--- config.mk ---
export PLATFORM = sky130hd
export DESIGN_NAME = pis_trig
export DESIGN_NICKNAME = d
export VERILOG_FILES = /design/src/hw/rtl/pendulum_integration_step_top_defines.svh /design/src/hw/rtl/pis_pkg.sv /design/src/hw/rtl/pis_trig.sv
export SDC_FILE = /design/constraint.sdc
export NUM_CORES = 2
export LEC_CHECK = 0
export BUFFER_PORTS_ARGS = -buffer_cell sky130_fd_sc_hd__clkbuf_2
export CAP_MARGIN = 20
export CORE_MARGIN = 2
export CORE_UTILIZATION = 25
export DETAILED_ROUTE_END_ITERATION = 8
export GPL_TIMING_DRIVEN = 0
export HOLD_SLACK_MARGIN = 0.1
export PLACE_DENSITY = 0.47
export SYNTH_ARGS = -nofsm -noshare
export SYNTH_HDL_FRONTEND = slang
export SYNTH_SLANG_ARGS = --single-unit
--- constraint.sdc ---
create_clock -name clk_i -period 21.1 [get_ports clk_i]
set_input_delay 2.11 -clock clk_i [delete_from_list [all_inputs] [get_ports clk_i]]
set_output_delay 2.11 -clock clk_i [all_outputs]
set_load 0.005 [all_outputs]
--- src/hw/rtl/pendulum_integration_step_top_defines.svh ---
// Assertion macros for the pendulum step block.
// Used by pendulum_integration_step_top; define NO_ASSERTIONS to drop them.
`ifndef PENDULUM_INTEGRATION_STEP_TOP_DEFINES_SVH
`define PENDULUM_INTEGRATION_STEP_TOP_DEFINES_SVH
`ifndef NO_ASSERTIONS
// same-cycle implication, checked out of reset
`define PIS_ASSERT_IMP(lbl, ante, cons) \
  lbl: assert property (@(posedge clk_i) disable iff (!rst_ni) (ante) |-> (cons)) \
    else $error("pis: same-cycle check failed");
// next-cycle implication, checked out of reset
`define PIS_ASSERT_NXT(lbl, ante, cons) \
  lbl: assert property (@(posedge clk_i) disable iff (!rst_ni) (ante) |=> (cons)) \
    else $error("pis: next-cycle check failed");
`else
`define PIS_ASSERT_IMP(lbl, ante, cons)
`define PIS_ASSERT_NXT(lbl, ante, cons)
`endif
`endif

--- src/hw/rtl/pis_pkg.sv ---
// Shared types, constants and fixed-point helpers for the pendulum step block.
// No dependencies.
`default_nettype none

package pis_pkg;

  // wide signed working value for sums and rounded products
  typedef logic signed [67:0] pis_wide_t;

  // status from a multi-cycle unit
  typedef struct packed {
    logic done;
    logic clip;
  } pis_stat_t;

  // angle constants, 36 fraction bits
  localparam logic [38:0] TwoPiQ36  = 39'h6487ED5111;
  localparam logic [38:0] PiQ36     = 39'h3243F6A889;
  localparam logic [38:0] HalfPiQ36 = 39'h1921FB5444;
  // CORDIC start gain, 30 fraction bits
  localparam logic [29:0] GainQ30   = 30'h26DD3B6A;

  localparam pis_wide_t SatMax = 68'sd2147483647;
  localparam pis_wide_t SatMin = -68'sd2147483648;

  // register indexes
  localparam logic [2:0] CfgBaseX      = 3'd0;
  localparam logic [2:0] CfgBaseY      = 3'd1;
  localparam logic [2:0] CfgRodLength  = 3'd2;
  localparam logic [2:0] CfgGravity    = 3'd3;
  localparam logic [2:0] CfgDrag       = 3'd4;
  localparam logic [2:0] CfgBobMass    = 3'd5;
  localparam logic [2:0] CfgMethod     = 3'd6;
  localparam logic [2:0] CfgStartAngle = 3'd7;

  // round half up, then arithmetic shift right
  function automatic pis_wide_t rsh(input pis_wide_t v, input int unsigned s);
    pis_wide_t half;
    half = pis_wide_t'(1) <<< (s - 1);
    return (v + half) >>> s;
  endfunction

  function automatic logic signed [31:0] sat32(input pis_wide_t v);
    logic signed [31:0] r;
    if (v > SatMax) r = 32'sh7FFFFFFF;
    else if (v < SatMin) r = 32'sh80000000;
    else r = v[31:0];
    return r;
  endfunction

  function automatic logic clip32(input pis_wide_t v);
    return (v > SatMax) || (v < SatMin);
  endfunction

  // arctan(2^-i), 30 fraction bits
  function automatic logic [29:0] atan_q30(input logic [4:0] i);
    logic [29:0] a;
    case (i)
      5'd0:  a = 30'h3243F6A8;
      5'd1:  a = 30'h1DAC6705;
      5'd2:  a = 30'h0FADBAFC;
      5'd3:  a = 30'h07F56EA6;
      5'd4:  a = 30'h03FEAB76;
      5'd5:  a = 30'h01FFD55B;
      5'd6:  a = 30'h00FFFAAA;
      5'd7:  a = 30'h007FFF55;
      5'd8:  a = 30'h003FFFEA;
      5'd9:  a = 30'h001FFFFD;
      5'd10: a = 30'h000FFFFF;
      5'd11: a = 30'h0007FFFF;
      5'd12: a = 30'h0003FFFF;
      5'd13: a = 30'h0001FFFF;
      5'd14: a = 30'h0000FFFF;
      5'd15: a = 30'h00007FFF;
      5'd16: a = 30'h00003FFF;
      5'd17: a = 30'h00001FFF;
      5'd18: a = 30'h00000FFF;
      5'd19: a = 30'h000007FF;
      5'd20: a = 30'h000003FF;
      5'd21: a = 30'h000001FF;
      5'd22: a = 30'h000000FF;
      5'd23: a = 30'h0000007F;
      5'd24: a = 30'h0000003F;
      5'd25: a = 30'h0000001F;
      5'd26: a = 30'h0000000F;
      5'd27: a = 30'h00000007;
      5'd28: a = 30'h00000003;
      5'd29: a = 30'h00000001;
      default: a = 30'h0;
    endcase
    return a;
  endfunction

endpackage

`default_nettype wire

--- src/hw/rtl/pis_trig.sv ---
// Sine and cosine of a fixed-point angle: modulo-2pi reduction by a reciprocal
// quotient estimate and one correction, quadrant fold, then one CORDIC rotation
// per cycle. Uses pis_pkg.
`default_nettype none

module pis_trig #(
  parameter int FracBits    = 16,
  parameter int CordicSteps = 16
) (
  input  logic                clk_i,
  input  logic                rst_ni,
  input  logic                start_i,
  input  logic signed [31:0]  ang_i,
  output logic signed [31:0]  sin_o,
  output logic signed [31:0]  cos_o,
  output pis_pkg::pis_stat_t  stat_o
);
  import pis_pkg::*;

  localparam int Sh       = 36 - FracBits;
  localparam int RW       = 68 - FracBits;
  localparam int RedSteps = 3;
  localparam int CntW     = $clog2(RedSteps + 1);
  localparam int OutShift = 30 - FracBits;
  // quotient of the reduction fits RW-38 bits
  localparam int QW       = RW - 38;

  localparam logic signed [41:0] Pi42     = {3'b000, PiQ36};
  localparam logic signed [41:0] TwoPi42  = {3'b000, TwoPiQ36};
  localparam logic signed [41:0] HalfPi42 = {3'b000, HalfPiQ36};
  // 2^(Sh+32) / 2pi, rounded down: estimate is the quotient or one less
  localparam logic [31:0]        Recip    = 32'((64'd1 << (Sh + 32)) / 64'(TwoPiQ36));
  localparam logic [RW-1:0]      TwoPiRw  = RW'(TwoPiQ36);

  typedef enum logic [4:0] {
    T_IDLE = 5'b00001,
    T_RED  = 5'b00010,
    T_PREP = 5'b00100,
    T_ROT  = 5'b01000,
    T_DONE = 5'b10000
  } trig_state_e;

  trig_state_e        st_q;
  logic [RW-1:0]      mag_q;
  logic [QW-1:0]      q_q;
  logic [CntW-1:0]    cnt_q;
  logic [4:0]         i_q;
  logic               neg_q, negcos_q;
  logic signed [32:0] x_q, y_q, z_q;

  logic [31:0]        abs_ang, red_abs;
  logic [63:0]        red_prod;
  logic [RW-1:0]      red_sub;
  logic signed [41:0] r0, r1, r2;
  logic               fold;
  pis_wide_t          z0, tx, tc, ty;
  logic signed [32:0] dx, dy, at;

  assign abs_ang = ang_i[31] ? 32'(-ang_i) : 32'(ang_i);

  // quotient estimate and its multiple of 2pi
  assign red_abs  = mag_q[RW-1:Sh];
  assign red_prod = 64'(red_abs) * 64'(Recip);
  assign red_sub  = RW'(q_q) * TwoPiRw;

  // wrap into [-pi, pi], fold into [-pi/2, pi/2]
  always_comb begin
    r0   = neg_q ? -{3'b000, mag_q[38:0]} : {3'b000, mag_q[38:0]};
    if (r0 > Pi42) r1 = r0 - TwoPi42;
    else if (r0 < -Pi42) r1 = r0 + TwoPi42;
    else r1 = r0;
    fold = 1'b1;
    if (r1 > HalfPi42) r2 = Pi42 - r1;
    else if (r1 < -HalfPi42) r2 = -Pi42 - r1;
    else begin
      r2   = r1;
      fold = 1'b0;
    end
    z0 = rsh(pis_wide_t'(r2), 6);
  end

  assign dx = y_q >>> i_q;
  assign dy = x_q >>> i_q;
  assign at = {3'b000, atan_q30(i_q)};

  // sequencer
  always_ff @(posedge clk_i or negedge rst_ni) begin
    if (!rst_ni) begin
      st_q  <= T_IDLE;
      cnt_q <= '0;
      i_q   <= '0;
    end else begin
      unique case (st_q)
        T_IDLE: if (start_i) begin
          st_q  <= T_RED;
          cnt_q <= CntW'(RedSteps);
        end
        T_RED: begin
          cnt_q <= cnt_q - CntW'(1);
          if (cnt_q == CntW'(1)) st_q <= T_PREP;
        end
        T_PREP: begin
          st_q <= T_ROT;
          i_q  <= '0;
        end
        T_ROT: begin
          i_q <= i_q + 5'd1;
          if (i_q == 5'(CordicSteps - 1)) st_q <= T_DONE;
        end
        T_DONE: st_q <= T_IDLE;
        default: st_q <= T_IDLE;
      endcase
    end
  end

  // datapath
  always_ff @(posedge clk_i) begin
    if (st_q == T_IDLE && start_i) begin
      mag_q <= RW'(abs_ang) << Sh;
      neg_q <= ang_i[31];
    end
    // estimate, subtract, then one correcting subtract
    if (st_q == T_RED) begin
      if (cnt_q == CntW'(RedSteps)) q_q <= red_prod[32 +: QW];
      else if (cnt_q == CntW'(2)) mag_q <= mag_q - red_sub;
      else if (mag_q >= TwoPiRw) mag_q <= mag_q - TwoPiRw;
    end
    if (st_q == T_PREP) begin
      x_q      <= {3'b000, GainQ30};
      y_q      <= '0;
      z_q      <= z0[32:0];
      negcos_q <= fold;
    end
    if (st_q == T_ROT) begin
      if (!z_q[32]) begin
        x_q <= x_q - dx;
        y_q <= y_q + dy;
        z_q <= z_q - at;
      end else begin
        x_q <= x_q + dx;
        y_q <= y_q - dy;
        z_q <= z_q + at;
      end
    end
  end

  // round back to the output format
  assign tx = rsh(pis_wide_t'(x_q), OutShift);
  assign tc = negcos_q ? -tx : tx;
  assign ty = rsh(pis_wide_t'(y_q), OutShift);
  assign cos_o       = sat32(tc);
  assign sin_o       = sat32(ty);
  assign stat_o.done = (st_q == T_DONE);
  assign stat_o.clip = clip32(tc) || clip32(ty);

endmodule

`default_nettype wire

; Yosys cells after proc, flatten, opt, wreduce, memory -nomap -nowiden
; Memories as Yosys holds them, arrays and structs flattened.
; Cells that the tools add are included.
; W data, S select, Z words.
[word_totals]
rom_bits = 960
memories = 1
ff_bits = 179
latch_bits = 0
inputBits = 35
ramBits = 0
[op_classes]
bitwise = 0
div_mod_pow = 0
reduce_logical = 9
shifts = 2
multipliers = 2
addsub = 20
eq_ne = 12
order_cmp = 9
muxes = 33
[mem_list]
columns = memory, depth, word_bits, read_ports, rd_clocked_by_memory_dff, wr, line
row1 = (name not given), 32, 30, 1, 0, 0, pis_pkg.sv:58  ; case (i)
[ops]
columns = op, n
row1 = $mux W33, 9
row2 = $mux W52, 5
row3 = $mux W32, 5
row4 = $mux W42, 3
row5 = $mux W39, 2
row6 = $sub A39 B39 Y39 const A, 2
row7 = $add A33 B15 Y34 const B, 2
row8 = $gt A68 B32 Y1 const B, 1
row9 = $lt A68 B32 Y1 const B, 1
row10 = $mux W68, 1
row11 = $neg A20 Y68, 1
row12 = $add A33 B33 Y33, 2
row13 = $sshr A33 B5 Y33, 2
row14 = $sub A33 B33 Y33, 2
row15 = $ge A52 B39 Y1 const B, 1
row16 = $mul A14 B39 Y52 const B, 1
row17 = $sub A52 B39 Y52 const B, 1
row18 = $sub A52 B52 Y52, 1
row19 = $mul A32 B13 Y45 const B, 1
row20 = $add A42 B40 Y42 const B, 1
row21 = $gt A42 B38 Y1 const B, 1
row22 = $gt A42 B39 Y1 const B, 1
row23 = $lt A42 B38 Y1 const B, 1
row24 = $lt A42 B39 Y1 const B, 1
row25 = other kinds (29), 39

; Longest topological paths before layout
[depth]
word_depth = 11
depth_mapped = 37

; Worst setup path before layout
; Ideal clock, no wire load.
[synth_path]
path_kind = flip-flop to flip-flop
startpoint = register mag_q[0]
endpoint = register z_q[31], data pin
n_path_buf = 7
setup_ps = 269
arrival_time_ps = 7758
period_less_slack_ps = 8026
setup_slack_ps = 13074
path_stages_with_launch = 35
cell_sequence = dfxtp_1 -> clkbuf_1 -> inv_1 -> ha_1 -> or4b_1 -> buf_2 -> or4_4 -> buf_6 -> o21ai_0 -> xnor2_1 -> nand3_1 -> or4_4 -> or3_4 -> o21ai_2 -> nor2_4 -> buf_2 -> a32oi_1 -> xnor2_1 -> nand4_1 -> a2111oi_4 -> a21o_1 -> buf_6 -> nand2_1 -> buf_2 -> o22ai_1 -> xnor2_1 -> ha_1 -> nand2_1 -> a21oi_1 -> o2111ai_1 -> nor4b_1 -> buf_2 -> nand3_2 -> nor3_1 -> o22ai_1
[synth_between]
elab_chain_cells = 11
word_cells_on_any_way = 17
cone_classes = add/sub (6) / order compare (4) / mux (7)
[synth_lines]
columns = element, line
row1 = from (decl), pis_trig.sv:44  ; logic [RW-1:0] mag_q;
row2 = from (signal assigned), pis_trig.sv:119  ; mag_q <= RW'(abs_ang) << Sh;
row3 = from (signal assigned), pis_trig.sv:125  ; else if (cnt_q == CntW'(2)) mag_q <= mag_q - red_sub;
row4 = from (signal assigned), pis_trig.sv:126  ; else if (mag_q >= TwoPiRw) mag_q <= mag_q - TwoPiRw;
row5 = $neg A39 Y42, pis_trig.sv:68  ; r0 = neg_q ? -{3'b000, mag_q[38:0]} : {3'b000, mag_q[38:0]};
row6 = $mux W42 *, pis_trig.sv:68
row7 = $add A42 B40 Y42 or $lt A42 B39 Y1 (tied branches), pis_trig.sv:70  ; else if (r0 < -Pi42) r1 = r0 + TwoPi42;
row8 = $mux W42, pis_trig.sv:70
row9 = $mux W42 *, pis_trig.sv:69  ; if (r0 > Pi42) r1 = r0 - TwoPi42;
row10 = $sub A39 B39 Y39 or $lt A42 B38 Y1 (tied branches), pis_trig.sv:74  ; else if (r1 < -HalfPi42) r2 = -Pi42 - r1;
row11 = $mux W39, pis_trig.sv:74
row12 = $mux W39 *, pis_trig.sv:73  ; if (r1 > HalfPi42) r2 = Pi42 - r1;
row13 = $add A39 B7 Y39 *, pis_pkg.sv:40  ; return (v + half) >>> s;
row14 = $mux W33 *, pis_trig.sv:128  ; if (st_q == T_PREP) begin
row15 = $mux W33 *, pis_trig.sv:134  ; if (st_q == T_ROT) begin
row16 = to (signal assigned), pis_trig.sv:131  ; z_q <= z0[32:0];
row17 = to (signal assigned), pis_trig.sv:138  ; z_q <= z_q - at;
row18 = to (signal assigned), pis_trig.sv:142  ; z_q <= z_q + at;
row19 = to (decl), pis_trig.sv:49  ; logic signed [32:0] x_q, y_q, z_q;
; Every way passes the cells marked *; elsewhere a longest branch is shown, timed or not. The select of a mux whose other input is x is not followed.
; A chain may end at the register's enable or synchronous reset.

; Worst setup path after layout
[layout_path]
startpoint = register i_q[1]
endpoint = register x_q[32], data pin
[layout_between]
elab_chain_cells = 4
word_cells_on_any_way = 5
cone_classes = add/sub (2) / shift (1) / mux (2)
[layout_lines]
columns = element, line
row1 = from (decl), pis_trig.sv:47  ; logic [4:0] i_q;
row2 = from (signal assigned), pis_trig.sv:107  ; i_q <= i_q + 5'd1;
row3 = $sshr A33 B5 Y33 *, pis_trig.sv:82  ; assign dx = y_q >>> i_q;
row4 = $sub A33 B33 Y33 or $add A33 B33 Y33 (tied branches), "pis_trig.sv:136, pis_trig.sv:140"
row5 = $mux W33 *, pis_trig.sv:135  ; if (!z_q[32]) begin
row6 = $mux W33 *, pis_trig.sv:134
row7 = to (signal assigned), pis_trig.sv:129  ; x_q <= {3'b000, GainQ30};
row8 = to (signal assigned), pis_trig.sv:136  ; x_q <= x_q - dx;
row9 = to (signal assigned), pis_trig.sv:140  ; x_q <= x_q + dx;
row10 = to (decl), pis_trig.sv:49
; Every way passes the cells marked *; elsewhere a longest branch is shown, timed or not.

==> run_results.csv <==
group,metric,value,unit
synth,ys.flop_type,"edfxtp_1",
synth,yosysWarningCount,0,
job,cap_violations,0,
timing,period_minus_slack,10.39,ns
setup_path,critical_path_class,"flop to flop",
synth,synth_compound_area_frac,0.1939,
timing,relSlewSlack,0.2215,
clock_tree,clkLatencyLatePin,0.56,ns
global_routing,grt_max_degree,56,
routing,wire_per_inst,21.10,um
setup_path,cp-start-kind,"flop",
global_routing,use_met2,0.3062,
clock_tree,cts.clk_slew.worst_paths,0.08,ns
setup_path,critPathLaunch,"i_q[1]",
synth,synth.distinct_cells,123,
run_status,status,"completed",
worst_hold_path,hold_class,"flop to flop",
synth,synth-edff-count,115,
routing,ant_nets,0,
routing,drc,0,
routing,wl,167.3,mm
routing,vias,40210,
setup_path,reg2reg_from,"i_q[1]",
finish,drive_gt1_frac,0.05993,
synth,async_flop_share,0.06704,
clock_tree,cts_buffer_depth,2,
placement,dpl.hpwl,140.6,mm
clock_tree,clock-sinks,179,
finish,n_antenna_cell,0,
placement,place.gp.congestion,0.9575,
clock_tree,h-tree-depth,4,
synth,synth.top_cell.area_share,0.1631,
global_routing,grt.busiest_layer,"met2",
timing,fmax,96.27,MHz
timing,hold_viol,0,
timing,fin_crit_sh,0.4923,
synth,yosys-top-cells-area,"fa_1 16%, ha_1 15%, edfxtp_1 7.8%, xnor2_1 6.3%, inv_1 6.1%",
synth,yosys.area.top_type,"fa_1",
floorplan,initial_utilization,0.2515,
timing,slew_viol_final,0,
synth,yosys.area_share.simple,0.1704,
routing,dr.first_iter.drc_count,3243,
clock_tree,post_cts_resized,0,
floorplan,die-area,180600,um2
synth,syn_nets,6391,
synth,seq_area_frac_synth,0.1083,
synth,synth-xor-area-share,0.08976,
global_routing,grt_util_met3,0.01940,
setup_path,cp_common_cell,"a21oi_1",
synth,syn_inst,5449,
global_routing,track_usage,0.1830,
timing,setup_viol,0,
clock_tree,postCtsHoldBufs,0,
synth,synth_mux_area_frac,0.03570,
timing,max_slew.worst_pin.slew,1.166,ns
setup_path,cp_max_fo,10,
finish,layout_common_cells,"720 x inv_1, 546 x ha_1, 404 x nor2_1, 394 x nand2_1, 361 x fa_1",
worst_hold_path,min_from,"st_q[4]",
synth,synthesis.area,44300,um2
timing,fin_tns_setup,0,ns
global_routing,grt_pass1_wl,253.9,mm
global_routing,grt-ovfl-total,0,
setup_path,critPathMaxStageDelay,0.75,ns
floorplan,die_y,424.9,um
clock_tree,post-cts-setup-buffer-count,0,
synth,ys_seq_elements,179,
setup_path,worst_ep_arrival_time,10.67,ns
global_routing,gr-usage-met1,0.2462,
setup_path,crit_required,21.39,ns
clock_tree,cts_made_buffers,17,
finish,final_common_cell,"inv_1",
synth,synth_fa_ha_area_frac,0.3174,
routing,detail_route.first_pass.iterations,6,
global_routing,antenna_found_initial,0,
finish,syn2layout_area_growth,9.281,%
floorplan,die_x,424.9,um
clock_tree,clockRootBuffer,"clkbuf_16",
setup_path,endpoint_kind,"flop",
floorplan,core,176100,um2
floorplan,rows,154,
global_routing,grt_pass1_vias,39720,
synth,syn_area_per_cell,8.130,um2
routing,routed_via_density,5.070,
floorplan,pin_count,101,
synth,synth_top_family_by_area,"adder cells",
timing,rsz0062_at_grt,"no",
timing,finClkSkew,0.02277,ns
setup_path,cp_slowest_cell,"buf_1",
placement,portBuffers,100,
finish,fin_util,0.2749,
finish,final_net_count,6519,
clock_tree,cts_tree,"built",
[per-layer routing]
metal,part of all wire,routed length [um],vias to the layer above
li1,-,-,19270
met4,0.030,5050,0
met2,0.47,78650,1122
met1,0.46,76570,19590
met5,0,0,-
met3,0.042,7031,223
[worst max-delay path, delay by kind of cell, from the launching register on]
family          cells  cell delay, ns
compound gates     19            4.16
fa+ha+maj           1            0.29
xor+xnor            2            0.40
buf+inv             4            2.94
flops               1            0.60
simple gates        6            1.04
mux                 1            0.64
[path summary, 6_finish.rpt]
| path | endpoint | slack [ns] | cells after the start |
|---|---|---|---|
| setup / recovery | x_q[32] | 10.71 | 33 |
| hold / removal | st_q[0] | 0.56 | 1 |
| setup reg to reg | x_q[32] | 10.71 | 33 |
| hold reg to reg | st_q[0] | 0.56 | 1 |
| max in group asynchronous | st_q[0] | 19.22 | 1 |
| min in group asynchronous | i_q[1] | 1.50 | 1 |
[area by class of cell]
type	count	area, um2
Fill cell	19350	127700
Multi-Input combinational cell	4309	35760
Sequential cell	179	4796
Tap cell	2340	2928
Inverter	727	2731
Buffer	234	1020
Timing Repair Buffer	109	629.4
Clock buffer	17	425.4
Clock inverter	15	123.9
[cells by family (layout without fill, tap and decap cells)]
logic type | Yosys count | count (layout)
AND/OR/NAND/NOR | 1535 | 1535
buffers and inverters | 961 | 1102
flip-flops | 179 | 179
XOR/XNOR | 454 | 454
adder cells (fa/ha/maj) | 907 | 907
AO/OA/AOI/OAI | 1295 | 1295
multiplexers | 118 | 118
[Yosys cell counts (all sizes together), types with 24 or more instances]
master  count
a21o       73
xor2      137
nand4      58
nand3     139
nand2b     48
a21oi     338
o21bai     26
and3       68
o31ai      32
a221oi     26
a211oi     49
nand2     396
a31oi      60
a22oi      34
nor4       40
ha        546
o21a       54
nor2      407
inv       723
and2       44
xnor2     317
or2        37
mux2i      68
o41ai      24
nor3      131
dfxtp      52
or3        49
o211ai     43
nor2b      34
edfxtp    115
clkbuf    156
o21ai     305
mux4       30
buf        78
fa        361
[per-stage QoR]
stage          cells  cell area, um2  hold WS, ns  setup slack, ns
6_report        7930           48410       0.5594            10.71
5_1_grt         7930           48410       0.5917            9.943
2_1_floorplan   5449           44300       0.4895            13.07
3_3_place_gp    7889           47730       0.5329            10.51
4_1_cts         7929           48380       0.5658            10.72
3_5_place_dp    7897           47830       0.5376            10.74
[sequential cells by signal (all words and copies together) (netlist names)]
register / count
mag_q: 52
x_q: 33
y_q: 33
z_q: 33
q_q: 14
i_q: 5
st_q: 5
cnt_q: 2
neg_q: 1
negcos_q: 1
Power is not shown: default switching activity piles up to over one toggle a cycle in this logic, so the estimate is an artifact.
