$ cat src/hw/rtl/pendulum_integration_step_top_defines.svh
// Assertion macros for the pendulum step block.
// Used by pendulum_integration_step_top; define NO_ASSERTIONS to drop them.
`ifndef PENDULUM_INTEGRATION_STEP_TOP_DEFINES_SVH
`define PENDULUM_INTEGRATION_STEP_TOP_DEFINES_SVH
`ifndef NO_ASSERTIONS
// same-cycle implication, checked out of reset
`define PIS_ASSERT_IMP(lbl, ante, cons) \
  lbl: assert property (@(posedge clk_i) disable iff (!rst_ni) (ante) |-> (cons)) \
    else $error("pis: same-cycle check failed");
// next-cycle implication, checked out of reset
`define PIS_ASSERT_NXT(lbl, ante, cons) \
  lbl: assert property (@(posedge clk_i) disable iff (!rst_ni) (ante) |=> (cons)) \
    else $error("pis: next-cycle check failed");
`else
`define PIS_ASSERT_IMP(lbl, ante, cons)
`define PIS_ASSERT_NXT(lbl, ante, cons)
`endif
`endif

$ cat src/hw/rtl/pis_pkg.sv
// Shared types, constants and fixed-point helpers for the pendulum step block.
// No dependencies.
`default_nettype none

package pis_pkg;

  // wide signed working value for sums and rounded products
  typedef logic signed [67:0] pis_wide_t;

  // status from a multi-cycle unit
  typedef struct packed {
    logic done;
    logic clip;
  } pis_stat_t;

  // angle constants, 36 fraction bits
  localparam logic [38:0] TwoPiQ36  = 39'h6487ED5111;
  localparam logic [38:0] PiQ36     = 39'h3243F6A889;
  localparam logic [38:0] HalfPiQ36 = 39'h1921FB5444;
  // CORDIC start gain, 30 fraction bits
  localparam logic [29:0] GainQ30   = 30'h26DD3B6A;

  localparam pis_wide_t SatMax = 68'sd2147483647;
  localparam pis_wide_t SatMin = -68'sd2147483648;

  // register indexes
  localparam logic [2:0] CfgBaseX      = 3'd0;
  localparam logic [2:0] CfgBaseY      = 3'd1;
  localparam logic [2:0] CfgRodLength  = 3'd2;
  localparam logic [2:0] CfgGravity    = 3'd3;
  localparam logic [2:0] CfgDrag       = 3'd4;
  localparam logic [2:0] CfgBobMass    = 3'd5;
  localparam logic [2:0] CfgMethod     = 3'd6;
  localparam logic [2:0] CfgStartAngle = 3'd7;

  // round half up, then arithmetic shift right
  function automatic pis_wide_t rsh(input pis_wide_t v, input int unsigned s);
    pis_wide_t half;
    half = pis_wide_t'(1) <<< (s - 1);
    return (v + half) >>> s;
  endfunction

  function automatic logic signed [31:0] sat32(input pis_wide_t v);
    logic signed [31:0] r;
    if (v > SatMax) r = 32'sh7FFFFFFF;
    else if (v < SatMin) r = 32'sh80000000;
    else r = v[31:0];
    return r;
  endfunction

  function automatic logic clip32(input pis_wide_t v);
    return (v > SatMax) || (v < SatMin);
  endfunction

  // arctan(2^-i), 30 fraction bits
  function automatic logic [29:0] atan_q30(input logic [4:0] i);
    logic [29:0] a;
    case (i)
      5'd0:  a = 30'h3243F6A8;
      5'd1:  a = 30'h1DAC6705;
      5'd2:  a = 30'h0FADBAFC;
      5'd3:  a = 30'h07F56EA6;
      5'd4:  a = 30'h03FEAB76;
      5'd5:  a = 30'h01FFD55B;
      5'd6:  a = 30'h00FFFAAA;
      5'd7:  a = 30'h007FFF55;
      5'd8:  a = 30'h003FFFEA;
      5'd9:  a = 30'h001FFFFD;
      5'd10: a = 30'h000FFFFF;
      5'd11: a = 30'h0007FFFF;
      5'd12: a = 30'h0003FFFF;
      5'd13: a = 30'h0001FFFF;
      5'd14: a = 30'h0000FFFF;
      5'd15: a = 30'h00007FFF;
      5'd16: a = 30'h00003FFF;
      5'd17: a = 30'h00001FFF;
      5'd18: a = 30'h00000FFF;
      5'd19: a = 30'h000007FF;
      5'd20: a = 30'h000003FF;
      5'd21: a = 30'h000001FF;
      5'd22: a = 30'h000000FF;
      5'd23: a = 30'h0000007F;
      5'd24: a = 30'h0000003F;
      5'd25: a = 30'h0000001F;
      5'd26: a = 30'h0000000F;
      5'd27: a = 30'h00000007;
      5'd28: a = 30'h00000003;
      5'd29: a = 30'h00000001;
      default: a = 30'h0;
    endcase
    return a;
  endfunction

endpackage

`default_nettype wire

$ cat src/hw/rtl/pis_div.sv
// Restoring divider: saturate(num * 2^FracBits / den), truncated toward zero.
// One quotient bit per cycle. Depends on pis_pkg.
`default_nettype none

module pis_div #(
  parameter int FracBits = 16
) (
  input  logic                clk_i,
  input  logic                rst_ni,
  input  logic                start_i,
  input  logic signed [31:0]  num_i,
  input  logic [30:0]         den_i,
  output logic signed [31:0]  quo_o,
  output pis_pkg::pis_stat_t  stat_o
);
  import pis_pkg::*;

  localparam int NW   = 32 + FracBits;
  localparam int CntW = $clog2(NW + 1);

  logic [NW-1:0]   mag_q;
  logic [30:0]     den_q;
  logic [31:0]     rem_q;
  logic [CntW-1:0] cnt_q;
  logic            neg_q, busy_q, done_q;

  logic [31:0] abs_num, rem_sh, den_ext;
  logic        ge;
  pis_wide_t   q_signed;

  assign abs_num = num_i[31] ? 32'(-num_i) : 32'(num_i);
  assign rem_sh  = {rem_q[30:0], mag_q[NW-1]};
  assign den_ext = {1'b0, den_q};
  assign ge      = rem_sh >= den_ext;

  // busy/done control
  always_ff @(posedge clk_i or negedge rst_ni) begin
    if (!rst_ni) begin
      busy_q <= 1'b0;
      done_q <= 1'b0;
      cnt_q  <= '0;
    end else begin
      done_q <= busy_q && (cnt_q == CntW'(1));
      if (start_i) begin
        busy_q <= 1'b1;
        cnt_q  <= CntW'(NW);
      end else if (busy_q) begin
        cnt_q <= cnt_q - CntW'(1);
        if (cnt_q == CntW'(1)) busy_q <= 1'b0;
      end
    end
  end

  // datapath: dividend shifts out, quotient shifts in
  always_ff @(posedge clk_i) begin
    if (start_i) begin
      mag_q <= {abs_num, {FracBits{1'b0}}};
      den_q <= (den_i == '0) ? 31'd1 : den_i;
      rem_q <= '0;
      neg_q <= num_i[31];
    end else if (busy_q) begin
      rem_q <= ge ? rem_sh - den_ext : rem_sh;
      mag_q <= {mag_q[NW-2:0], ge};
    end
  end

  assign q_signed    = neg_q ? -pis_wide_t'({1'b0, mag_q}) : pis_wide_t'({1'b0, mag_q});
  assign quo_o       = sat32(q_signed);
  assign stat_o.done = done_q;
  assign stat_o.clip = clip32(q_signed);

endmodule

`default_nettype wire

$ cat config.mk
export PLATFORM = sky130hd
export DESIGN_NAME = pis_div
export DESIGN_NICKNAME = d
export VERILOG_FILES = /design/src/hw/rtl/pendulum_integration_step_top_defines.svh /design/src/hw/rtl/pis_pkg.sv /design/src/hw/rtl/pis_div.sv
export SDC_FILE = /design/constraint.sdc
export NUM_CORES = 1
export LEC_CHECK = 0
export ABC_AREA = 1
export BUFFER_PORTS_ARGS = -buffer_cell sky130_fd_sc_hd__buf_4
export CAP_MARGIN = 20
export CORE_AREA = 3 3 142 131
export CTS_BUF_LIST = sky130_fd_sc_hd__clkbuf_16
export DETAILED_ROUTE_END_ITERATION = 8
export DIE_AREA = 0 0 145 134
export PLACE_DENSITY_LB_ADDON = 0.08
export SLEW_MARGIN = 40
export SYNTH_ARGS = -nofsm -noshare
export SYNTH_HDL_FRONTEND = slang
export SYNTH_SLANG_ARGS = --single-unit
export TNS_END_PERCENT = 30
$ cat constraint.sdc
create_clock -name clk_i -period 5.9 [get_ports clk_i]
set_input_delay 0.295 -clock clk_i [delete_from_list [all_inputs] [get_ports clk_i]]
set_output_delay 0.295 -clock clk_i [all_outputs]
set_load 0.02 [all_outputs]
Yosys cells after proc, flatten, opt, wreduce, memory -nomap -nowiden
Index checks and enable logic that the tools add are counted.
{"block": "word_totals", "ff_bits": 119, "input_bits": 66, "wordCells": 32}
{"block": "classes", "add_sub_neg": 4, "n_lt_le_gt_ge": 3, "eq_ne": 1, "muxes": 12, "reduce_logical": 4}
{"cell": "2-to-1 mux 32 bit", "n": 3}
{"cell": "2-to-1 mux 48 bit", "n": 2}
{"cell": "> comparator 68 x 32 -> 1 bit (second input constant)", "n": 1}
{"cell": "less-than comparator 68 x 32 -> 1 bit (second input constant)", "n": 1}
{"cell": "2-to-1 mux 68 bit", "n": 1}
{"cell": "negation 48 -> 68 bit", "n": 1}
{"cell": "greater-or-equal comparator 32 x 31 -> 1 bit", "n": 1}
{"cell": "negation 32 bit", "n": 1}
{"cell": "logical NOT 31 bit", "n": 1}
{"cell": "2-to-1 mux 31 bit", "n": 1}
{"cell": "subtractor 31 bit", "n": 1}
{"cell": "2-to-1 mux 6 bit", "n": 2}
{"cell": "equality test 6 x 1 -> 1 bit (second input constant)", "n": 1}
{"cell": "subtractor 6 x 1 -> 6 bit (second input constant)", "n": 1}
{"cell": "2-to-1 mux 1 bit", "n": 3}
{"cell": "nonzero test 2 bit", "n": 1}
{"cell": "logical AND 1 bit", "n": 1}
{"cell": "logical OR 1 bit", "n": 1}

Longest topological paths before layout
Gate-level depths: netlist of run 1.
{"block": "logic_depth", "word_depth": 5, "mapped_depth": 18, "ltp_nobuf": 17}

Worst setup path after synthesis of run 1
OpenSTA, ideal clock, no wires.
{"block": "synth_timing", "kind": "flip-flop to flip-flop", "start": "register mag_q[47]", "end": "register rem_q[10]", "t_arrival_ns": 2.349, "t_required_ns": 5.780, "slack_ns": 3.431, "path_stages_with_launch": 15, "path_buffers": 1, "synth_period_minus_slack_ns": 2.469, "path_cell_list": "edfxtp_1 inv_1 ha_1 fa_1 o21ai_1 nand3_1 nand3_1 inv_1 o21ai_1 nand2_1 nand3_2 buf_2 nand2_1 o211ai_1 nand2_1"}
{"block": "synth_via", "elab_chain_cells": 2, "word_cells_on_any_way": 3}
{"item": "start, declared", "line_no": "pis_div.sv:21", "source": "logic [NW-1:0] mag_q;"}
{"item": "start signal, assigned", "line_no": "pis_div.sv:57", "source": "mag_q <= {abs_num, {FracBits{1'b0}}};"}
{"item": "start signal, assigned", "line_no": "pis_div.sv:63", "source": "mag_q <= {mag_q[NW-2:0], ge};"}
{"item": "subtractor 31 bit or greater-or-equal comparator 32 x 31 -> 1 bit (tied branches)", "line_no": "pis_div.sv:62, pis_div.sv:34"}
{"item": "2-to-1 mux 31 bit (*)", "line_no": "pis_div.sv:62", "source": "rem_q <= ge ? rem_sh - den_ext : rem_sh;"}
{"item": "end signal, assigned", "line_no": "pis_div.sv:62"}
{"item": "end, declared", "line_no": "pis_div.sv:23", "source": "logic [31:0] rem_q;"}
Mark *: on every way between the ends. The rest lies on a longest branch, timed or not.
A chain may end at the register's enable or synchronous reset.

Worst setup path in the final report of run 1
{"block": "layout_timing", "start": "register neg_q", "end": "output quo_o[18]"}
{"block": "layout_via", "elab_chain_cells": 4, "word_cells_on_any_way": 5}
{"item": "start, declared", "line_no": "pis_div.sv:25", "source": "logic neg_q, busy_q, done_q;"}
{"item": "start signal, assigned", "line_no": "pis_div.sv:60", "source": "neg_q <= num_i[31];"}
{"item": "2-to-1 mux 68 bit (*)", "line_no": "pis_div.sv:67", "source": "assign q_signed = neg_q ? -pis_wide_t'({1'b0, mag_q}) : pis_wide_t'({1'b0, mag_q});"}
{"item": "less-than comparator 68 x 32 -> 1 bit", "line_no": "pis_pkg.sv:46", "source": "else if (v < SatMin) r = 32'sh80000000;"}
{"item": "2-to-1 mux 32 bit", "line_no": "pis_pkg.sv:46"}
{"item": "2-to-1 mux 32 bit (*)", "line_no": "pis_pkg.sv:45", "source": "if (v > SatMax) r = 32'sh7FFFFFFF;"}
{"item": "end, declared", "line_no": "pis_div.sv:13", "source": "output logic signed [31:0] quo_o,"}
Marked as above.

==> results.toml, run 1 <==
[status]
status = "finished clean"

[final_layout]
nets = 1568
antenna_cells = 0
regArea_um2 = 3060
syn2layout_area_growth_pct = 14.6
final_util = 0.623
filler_cell_count = 1671
layout-drive-gt1-share = 0.122
multiInputGateArea_um2 = 5410

[global_routing]
grt_pass1_vias = 8501
grt_max_degree = 56
grt_pass1_wl_um = 43700
grt_overflow = 0
grt_antenna_before_repair = 0
globalRouteTotalUtil = 0.279

[synth]
synth_adder_area_share = 0.0486
ys.flop_type = "edfxtp_1"
yosys.cell_count.top_type = "nand2_1"
synth.area.mux_share = 0
postSynthCellCount = 1410
synth_cell_type_count = 51
yosys-top-cells-count = "nand2_1 (371), nor2_1 (174), inv_1 (163), o21ai_0 (90), nand3_1 (83)"
syn_area_um2 = 9420
synth_top_family_by_area = "simple AND/OR/NAND/NOR gates"
syn_nets = 1512
ys_async_sr_fraction = 0.0672
ys_seq_elements = 119
synth-xor-area-share = 0.0418
ys_warn_count = 0
yosys.area_share.simple = 0.332
synth_compound_area_frac = 0.150
synth_area_leaders = "edfxtp_1 (20%), nand2_1 (15%), dfxtp_1 (10%), nor2_1 (6.9%), inv_1 (6.5%)"
synth_top_area_cell = "edfxtp_1"
synth_edf_count = 64
ys_seq_area_frac = 0.325
synth.avg_cell_area_um2 = 6.68
synth_top_area_share = 0.204

[timing]
max_slew_margin = 0.440
slew_viol_final = 0
fin_setup_tns_ns = 0
hold_violations = 0
period_minus_slack_ns = 3.78
max_freq_mhz = 265
worst_pin_slew_ns = 0.840
rsz0062_at_grt = "false"
final.period_utilization = 0.640
finalSetupViolations = 0
clock_skew_ns = 0.00868

[clock_network]
clkLatencyLatePin_ns = 0.41
clk_pin_slew_ns = 0.06
htree_levels = 4
ctsLongestPathBuffers = 2
cts_setup_buffers = 0
clock-sinks = 119
cts_buffers = 17
cts-root-buf = "clkbuf_16"
cts_tree = "done"

[die]
core_um2 = 17300
die_x_um = 145
die-area_um2 = 19400
rows = 46
pin_count = 100
die_y_um = 134
start_util = 0.544

[critical_path]
cp.required_ns = 5.61
path_buf_inv = 2
path_class = "reg2out"
r2r_start = "mag_q[47]"
path_delay_family = "simple AND/OR/NAND/NOR gates"
crit_slowest_cell = "edfxtp_1"
worstRegToRegCells = 13
crit_end = "quo_o[18]"
path_depth = 9
worst_path_largest_cell_delay_ns = 0.89
crit_fanout = 32
start_kind = "flip-flop"
crit_chain = "inv_1, nor2_4, nand3_1, nor2_1, nand3_1, o21bai_4, nand2_1, nand2_1, buf_4"
rrSetupSlack_ns = 2.46
critPathArrivalTime_ns = 3.48
worst_setup_path_end_kind = "primary output"
r2r_end = "rem_q[4]"
cp-startpoint = "neg_q"

[power]
power.density_nw_per_um2 = 351
peakVddDrop_uv = 207
leakage_nw = 5.08
total_power_mw = 3.79

[run]
cap_violations = 0

[drt]
drtIter0Drc = 885
drt-total-wl_um = 27300
wl_per_cell_um = 15.9
drt-pass1-iter-count = 5
vias_per_cell = 5.49
vias = 9436
ant_nets = 0
drc = 0

[min_path]
hold_path.class = "in2reg"

[placed_design]
port_buffers = 99
dp_hpwl_um = 21100
globalplace.congestion = 0.987
## layout by cell type, fill, tap and decap left out, types with 3 or more instances in the layout
cell / instances
nand2_1: 371
nor2_1: 173
inv_1: 163
buf_4: 104
o21ai_0: 90
nand3_1: 83
a21oi_1: 73
edfxtp_1: 64
dfxtp_1: 47
ha_1: 35
o22ai_1: 34
xor2_1: 34
nor3_1: 22
clkbuf_16: 17
nand4_1: 15
nor2_2: 13
nor4_1: 12
o211ai_1: 12
xnor2_1: 11
o21bai_1: 8
dfrtp_1: 8
or2_2: 7
a21o_1: 7
clkinv_1: 6
nand2_2: 6
nor2_4: 6
o21ai_1: 6
a31oi_1: 5
o32ai_1: 4
nand3_2: 4
clkinvlp_4: 4
inv_2: 3
clkinv_2: 3
bufinv_16: 3
## stage by stage
| stage | hold WS, ns | std cells | cell area (um^2) | worst slack (ns) |
|---|---|---|---|---|
| after floorplan | -0.000591 | 1410 | 9420 | 3.43 |
| after global placement | 0.122 | 1686 | 10200 | 2.43 |
| after detailed placement | 0.123 | 1686 | 10200 | 2.59 |
| after CTS | 0.0441 | 1719 | 10800 | 2.16 |
| after global routing | 0.0432 | 1719 | 10800 | 1.84 |
| final | 0.0590 | 1719 | 10800 | 2.12 |
## sequential cells by signal (all words and copies together) (netlist names)
| register | cells |
|---|---|
| mag_q | 48 |
| den_q | 31 |
| rem_q | 31 |
| cnt_q | 6 |
| busy_q | 1 |
| done_q | 1 |
| neg_q | 1 |
## power by group
group	total (mW)	leakage, nW	switching [mW]	internal, mW
Combinational	1.62	3.66	1.05	0.571
Sequential	1.12	1.14	0.112	1.01
Clock	1.05	0.283	0.391	0.657
## logic make-up after synthesis
family                     after synthesis
AOI/OAI and AO/OA                      249
xor gates and xnor gates                45
adders and majority gates               36
buffers and inverters                  238
DFF                                    119
and+or+nand+nor                        723
## worst min-delay path by stage
| stage | start | end | slack (ns) | cells after the start |
|---|---|---|---|---|
| after floorplan | rst_ni | busy_q | -0.0006 | 0 |
| after global placement | rst_ni | done_q | 0.12 | 1 |
| after detailed placement | rst_ni | done_q | 0.12 | 1 |
| after CTS | den_i[21] | den_q[21] | 0.04 | 1 |
| after global routing | den_i[25] | den_q[25] | 0.04 | 1 |
| final | den_i[9] | den_q[9] | 0.06 | 1 |
## what timing repair did
item,CTS,global route
hold buffers,1,0
resized for setup,0,0
hold endpoints to repair,8,0
## per-layer routing
layer	vias up	routed length, um	global-route usage
li1	4745	-	-
met1	4287	14000	0.444
met2	380	10800	0.393
met3	24	2290	0.0520
met4	0	276	0.0559
met5	-	0	0
## worst reg2reg max path: stages, from the launching register on
cell and delay [ns]:
edfxtp_1 0.40, inv_1 0.10, ha_1 0.24, fa_1 0.43
o21ai_1 0.30, nand3_1 0.13, nand3_1 0.21, inv_1 0.06
o21ai_1 0.20, nand2_1 0.13, nand3_4 0.43, inv_1 0.34
o21ai_0 0.25, o21ai_0 0.11
## final cells by class
cell class | count | area share
repair buffers | 105 | 0.0733
multi-input cells | 1053 | 0.501
flip-flops and latches | 119 | 0.284
clock buffers | 17 | 0.0394
clock inverters | 15 | 0.0151
inverters | 170 | 0.0595
well taps | 240 | 0.0278
Note: power is estimated with default switching activity, not from simulation.
==> inputs of run 2 (changes only) <==
clock period = 3.9 ns   (was 5.9 ns; I/O delays follow)
==> run 2 against run 1 <==
  * Clock skew increased by 0.0014 ns
  * Final cell count increased by 2.0%
  * Global-route usage increased by 0.70 points
  * Combinational power increased by 54%
  * Largest cell class unchanged
==> results.toml, run 2 (synthesized netlist as in run 1, its figures left out) <==
[final_layout]
largestRegisters = "mag_q x48, den_q x31, rem_q x31"
syn2layout_area_growth_pct = 17.5
final_util = 0.639
layout_common_cells = "nand2_1 (371), nor2_1 (173), inv_1 (162), buf_4 (109), o21ai_0 (90)"
layout-drive-gt1-share = 0.125
antenna_cells = 0
nets = 1603
regMostFlops = "mag_q"
largest_reg_flops = 48
final_common_cell = "nand2_1"
fin_cells = 1754
design_area_um2 = 11100

[drt]
wl_met1_um = 13900
wl_met2_um = 11200
vias = 9476
top_layer = "met4"
ant_nets = 0
drt-total-wl_um = 28000
drc = 0
vias_per_cell = 5.40
drtIter0Drc = 939
wl_met3_um = 2530
wl_per_cell_um = 16.0
drt-pass1-iter-count = 5

[critical_path]
path_class = "reg2out"
start_kind = "flip-flop"
worstRegToRegCells = 14
cp.required_ns = 3.70
worst_setup_path_end_kind = "primary output"
crit_fanout = 32
critPathArrivalTime_ns = 3.25

[power]
internal_power_mw = 3.23
peakVddDrop_uv = 315
p_sw_mw = 2.39
share_comb_of_total_power = 0.443
seqPwrFrac = 0.301
leakage_nw = 5.20
power.density_nw_per_um2 = 508
p_clk_frac = 0.256
swShare = 0.425
total_power_mw = 5.62

[placed_design]
dp_hpwl_um = 21400
dp_cells = 1691
port_buffers = 99
globalplace.congestion = 0.995
placed_area_um2 = 10200

[clock_network]
cts_buffers = 17
clock-sinks = 119
cts_resized = 0
htree_levels = 4
ctsLongestPathBuffers = 2
clkLatencyLatePin_ns = 0.43
clk_pin_slew_ns = 0.06
cts-root-buf = "clkbuf_16"
cts_setup_buffers = 0
cts_tree = "done"

[timing]
hold_violations = 0
finalSetupViolations = 0
max_freq_mhz = 291
slew_viol_final = 0
period_minus_slack_ns = 3.44
clock_skew_ns = 0.0101
final.period_utilization = 0.883
max_slew_margin = 0.531
fin_setup_tns_ns = 0
rsz0062_at_grt = "false"
worst_pin_slew_ns = 0.702

[die]
start_util = 0.544
rows = 46
core_um2 = 17300
die-area_um2 = 19400
pin_count = 100
die_y_um = 134
die_x_um = 145

[global_routing]
grt_pass1_vias = 8414
grt_max_degree = 56
grt_pass1_wl_um = 44500
globalRouteTotalUtil = 0.286
grt_overflow = 0
grt_antenna_before_repair = 0

[run]
cap_violations = 0

[status]
status = "finished clean"

[min_path]
hold_path.class = "in2async"
## run 2: cell types whose count changed in the layout (fill, tap and decap cells not counted), moves of 2 or more
cell           change
inv_6              +2
dlygate4sd3_1     +30
buf_4              +5
bufinv_16          -3
clkinv_4           +2
clkinv_1           -2
## run 2: through the flow
stage / worst slack, ns / hold WS [ns]
4_1_cts: 0.481 / 0.108
6_report: 0.458 / 0.124
3_3_place_gp: 0.975 / 0.0192
3_5_place_dp: 0.914 / 0.0169
2_1_floorplan: 1.43 / -0.101
5_1_grt: 0.155 / 0.108
## run 2: final timing paths
path	start	end	slack [ns]
setup / recovery	mag_q[17]	quo_o[21]	0.46
hold / removal	rst_ni	busy_q	0.12
setup reg to reg	mag_q[47]	rem_q[20]	0.89
hold reg to reg	rem_q[21]	rem_q[21]	0.48
max in group asynchronous	rst_ni	cnt_q[1]	3.65
min in group clk_i	den_i[0]	den_q[0]	0.12
## run 2: final cells by class
cell class              instances  area (um^2)
fillers                      1624         6260
multi-input cells            1053         5400
flip-flops and latches        119         3060
repair buffers                140         1130
inverters                     170          641
clock buffers                  17          425
well taps                     240          300
clock inverters                15          108
## run 2: power by group through the flow
stage / registers (mW) / logic, mW / clock network, mW
2_1_floorplan: 1.65 / 1.80 / 0
3_3_place_gp: 1.72 / 2.40 / 0
3_5_place_dp: 1.71 / 2.41 / 0
4_1_cts: 1.69 / 2.45 / 1.45
5_1_grt: 1.72 / 2.80 / 1.51
6_report: 1.70 / 2.49 / 1.44
## run 2: what timing repair did
item / CTS / global route
hold buffers: 31 / 0
hold endpoints to repair: 38 / 0
endpoints found under the setup margin: 0 / 0
## run 2: worst max-delay path: stages (launching register included)
cell and delay, ns:
edfxtp_1 0.49, nor2_1 0.18, nand2_1 0.12, inv_1 0.11, nand2_2 0.09, nor2_8 0.16, nand4_1 0.13, nand2_1 0.09
nand2_1 0.05, nand2_1 0.13, nand2_1 0.06, nor2_1 0.11, nand3_1 0.13, o21bai_4 0.57, nand2_1 0.15, nand2_1 0.10
buf_4 0.14
## run 2: per-layer routing
metal	vias to the layer above	GRT usage
met1	4254	0.451
li1	4817	-
met4	0	0.0707
met3	30	0.0568
met5	-	0
met2	375	0.400
==> inputs of run 3 (changes only) <==
CELL_PAD_IN_SITES_DETAIL_PLACEMENT = 1   (was default)
CELL_PAD_IN_SITES_GLOBAL_PLACEMENT = 2   (was default)
CORE_AREA = 3 3 183 167   (was 3 3 142 131)
DIE_AREA = 0 0 186 170   (was 0 0 145 134)
==> run 3 against run 2 <==
  * Sequential power about the same
  * Die area grew 63%
  * Via count rose by 1.3%
  * Sequential cell count is the same
  * Routed wire length is 22% higher
  * Largest cell class unchanged
  * Highest routed layer unchanged
==> results.toml, run 3 (synthesized netlist as in run 1, its figures left out) <==
[timing]
max_slew_margin = 0.569
finalSetupViolations = 0
slew_viol_final = 0
hold_violations = 0
final.period_utilization = 0.899
rsz0062_at_grt = "false"
worst_pin_slew_ns = 0.647
clock_skew_ns = 0.0118
fin_setup_tns_ns = 0
max_freq_mhz = 285
fin_ws_ns = 0.395
period_minus_slack_ns = 3.50

[drt]
wl_per_cell_um = 18.1
drc = 0
vias_per_cell = 5.08
vias = 9603
drtIter0Drc = 610
drt-pass1-iter-count = 5
drt-total-wl_um = 34300
ant_nets = 0

[critical_path]
start_kind = "flip-flop"
rrSetupSlack_ns = 0.62
cp-startpoint = "mag_q[16]"
cp.required_ns = 3.70
worst_setup_path_end_kind = "primary output"
crit_fanout = 16
crit_top_cell = "nand2_1"
critPathArrivalTime_ns = 3.31
crit_slowest_cell = "edfxtp_1"
worstRegToRegCells = 14
worst_path_largest_cell_delay_ns = 0.49
crit_end = "quo_o[11]"
path_class = "reg2out"
r2r_start = "mag_q[47]"
r2r_end = "rem_q[26]"
crit_chain = "nor2_1, nand3_1, nor2_1, nand2_1, nor2_2, nand2_1, nand2_1, nand2_1, nand2_1, nand2_1, nor2_1, nand3_1, o21bai_4, nand2_1, nand2_1, buf_4"

[final_layout]
layout-drive-gt1-share = 0.131
nets = 1613
fin_cells = 1890
antenna_cells = 0
largest_reg_flops = 48
final_util = 0.396
largestRegisters = "mag_q x48, den_q x31, rem_q x31"
final_common_cell = "nand2_1"
syn2layout_area_growth_pct = 20.9
regMostFlops = "mag_q"
layout_common_cells = "nand2_1 (371), nor2_1 (172), inv_1 (163), buf_4 (117), o21ai_0 (90)"

[global_routing]
globalRouteTotalUtil = 0.221
grt_overflow = 0
grt_pass1_wl_um = 54600
grt_max_degree = 48
grt_pass1_vias = 9696
grt_antenna_before_repair = 1

[placed_design]
dp_hpwl_um = 26600
globalplace.congestion = 0.882
dp_cells = 1824
dp_slack_ns = 0.631
port_buffers = 99

[die]
die_x_um = 186
pin_count = 100
rows = 59
die-area_um2 = 31600
die_y_um = 170
start_util = 0.327
core_um2 = 28800

[power]
peakVddDrop_uv = 347
power.density_nw_per_um2 = 519
leakage_nw = 5.30

[clock_network]
clock-sinks = 119
cts_tree = "done"
ctsLongestPathBuffers = 2
htree_levels = 4
clkLatencyLatePin_ns = 0.44
cts_buffers = 17
clk_pin_slew_ns = 0.06
cts-root-buf = "clkbuf_16"

[run]
cap_violations = 0

[status]
status = "finished clean"

[min_path]
hold_path.class = "in2reg"
## run 3: changes by cell type in the layout (fill, tap and decap cells not counted)
cell	previous run	this run
buf_12	0	1
buf_4	109	117
bufinv_16	0	3
clkinv_2	4	5
clkinvlp_4	5	1
inv_1	162	163
inv_4	0	1
inv_6	3	1
nor2_1	173	172
nor2_4	6	7
o21bai_4	1	2
## run 3: area by class of cell
cell class,count,area (um^2)
Clock buffer,17,425
Clock inverter,15,164
Fill cell,3687,17400
Inverter,170,642
Multi-Input combinational cell,1054,5430
Sequential cell,119,3060
Tap cell,366,458
Timing Repair Buffer,149,1210
## run 3: per-layer routing
metal  global-route usage  share of wire  wire length (um)  up-vias
li1                     -              -                 -     4836
met1                0.346           0.54             18500     4559
met4               0.0366         0.0069               237        0
met2                0.324           0.41             14100      193
met3               0.0329          0.042              1430       15
met5                    0              0                 0        -
## run 3: worst min-delay path by stage
stage / startpoint / to / slack [ns] / cells after the start
after global routing: den_i[0] / den_q[0] / 0.09 / 2
after CTS: den_i[0] / den_q[0] / 0.08 / 2
after floorplan: rst_ni / busy_q / -0.10 / 0
final: den_i[0] / den_q[0] / 0.09 / 2
after detailed placement: rst_ni / cnt_q[3] / 0.02 / 1
after global placement: rst_ni / cnt_q[3] / 0.03 / 1
## run 3: through the flow
| step | area (um^2) | hold WS [ns] | power (mW) |
|---|---|---|---|
| final | 11400 | 0.0893 | 5.91 |
| after global routing | 11400 | 0.0927 | 6.35 |
| after CTS | 11300 | 0.0845 | 5.94 |
| after detailed placement | 10400 | 0.0220 | 4.25 |
| after global placement | 10400 | 0.0261 | 4.23 |
| after floorplan | 9420 | -0.101 | 3.46 |
## run 3: critical path, delay by kind of cell, from the launching register on
kind,cells,cell delay [ns]
compound gates,1,0.46
buf+inv,1,0.15
flops,1,0.49
simple gates,14,1.78
## run 3: power breakdown
| group | internal, mW | switching [mW] |
|---|---|---|
| Sequential | 1.53 | 0.162 |
| Combinational | 0.909 | 1.67 |
| Clock | 0.997 | 0.642 |
## run 3: timing repair
action,CTS,global route
setup buffers,0,2
setup endpoints to repair,0,32
resized for setup,0,1
hold endpoints to repair,38,0
hold buffers,31,0
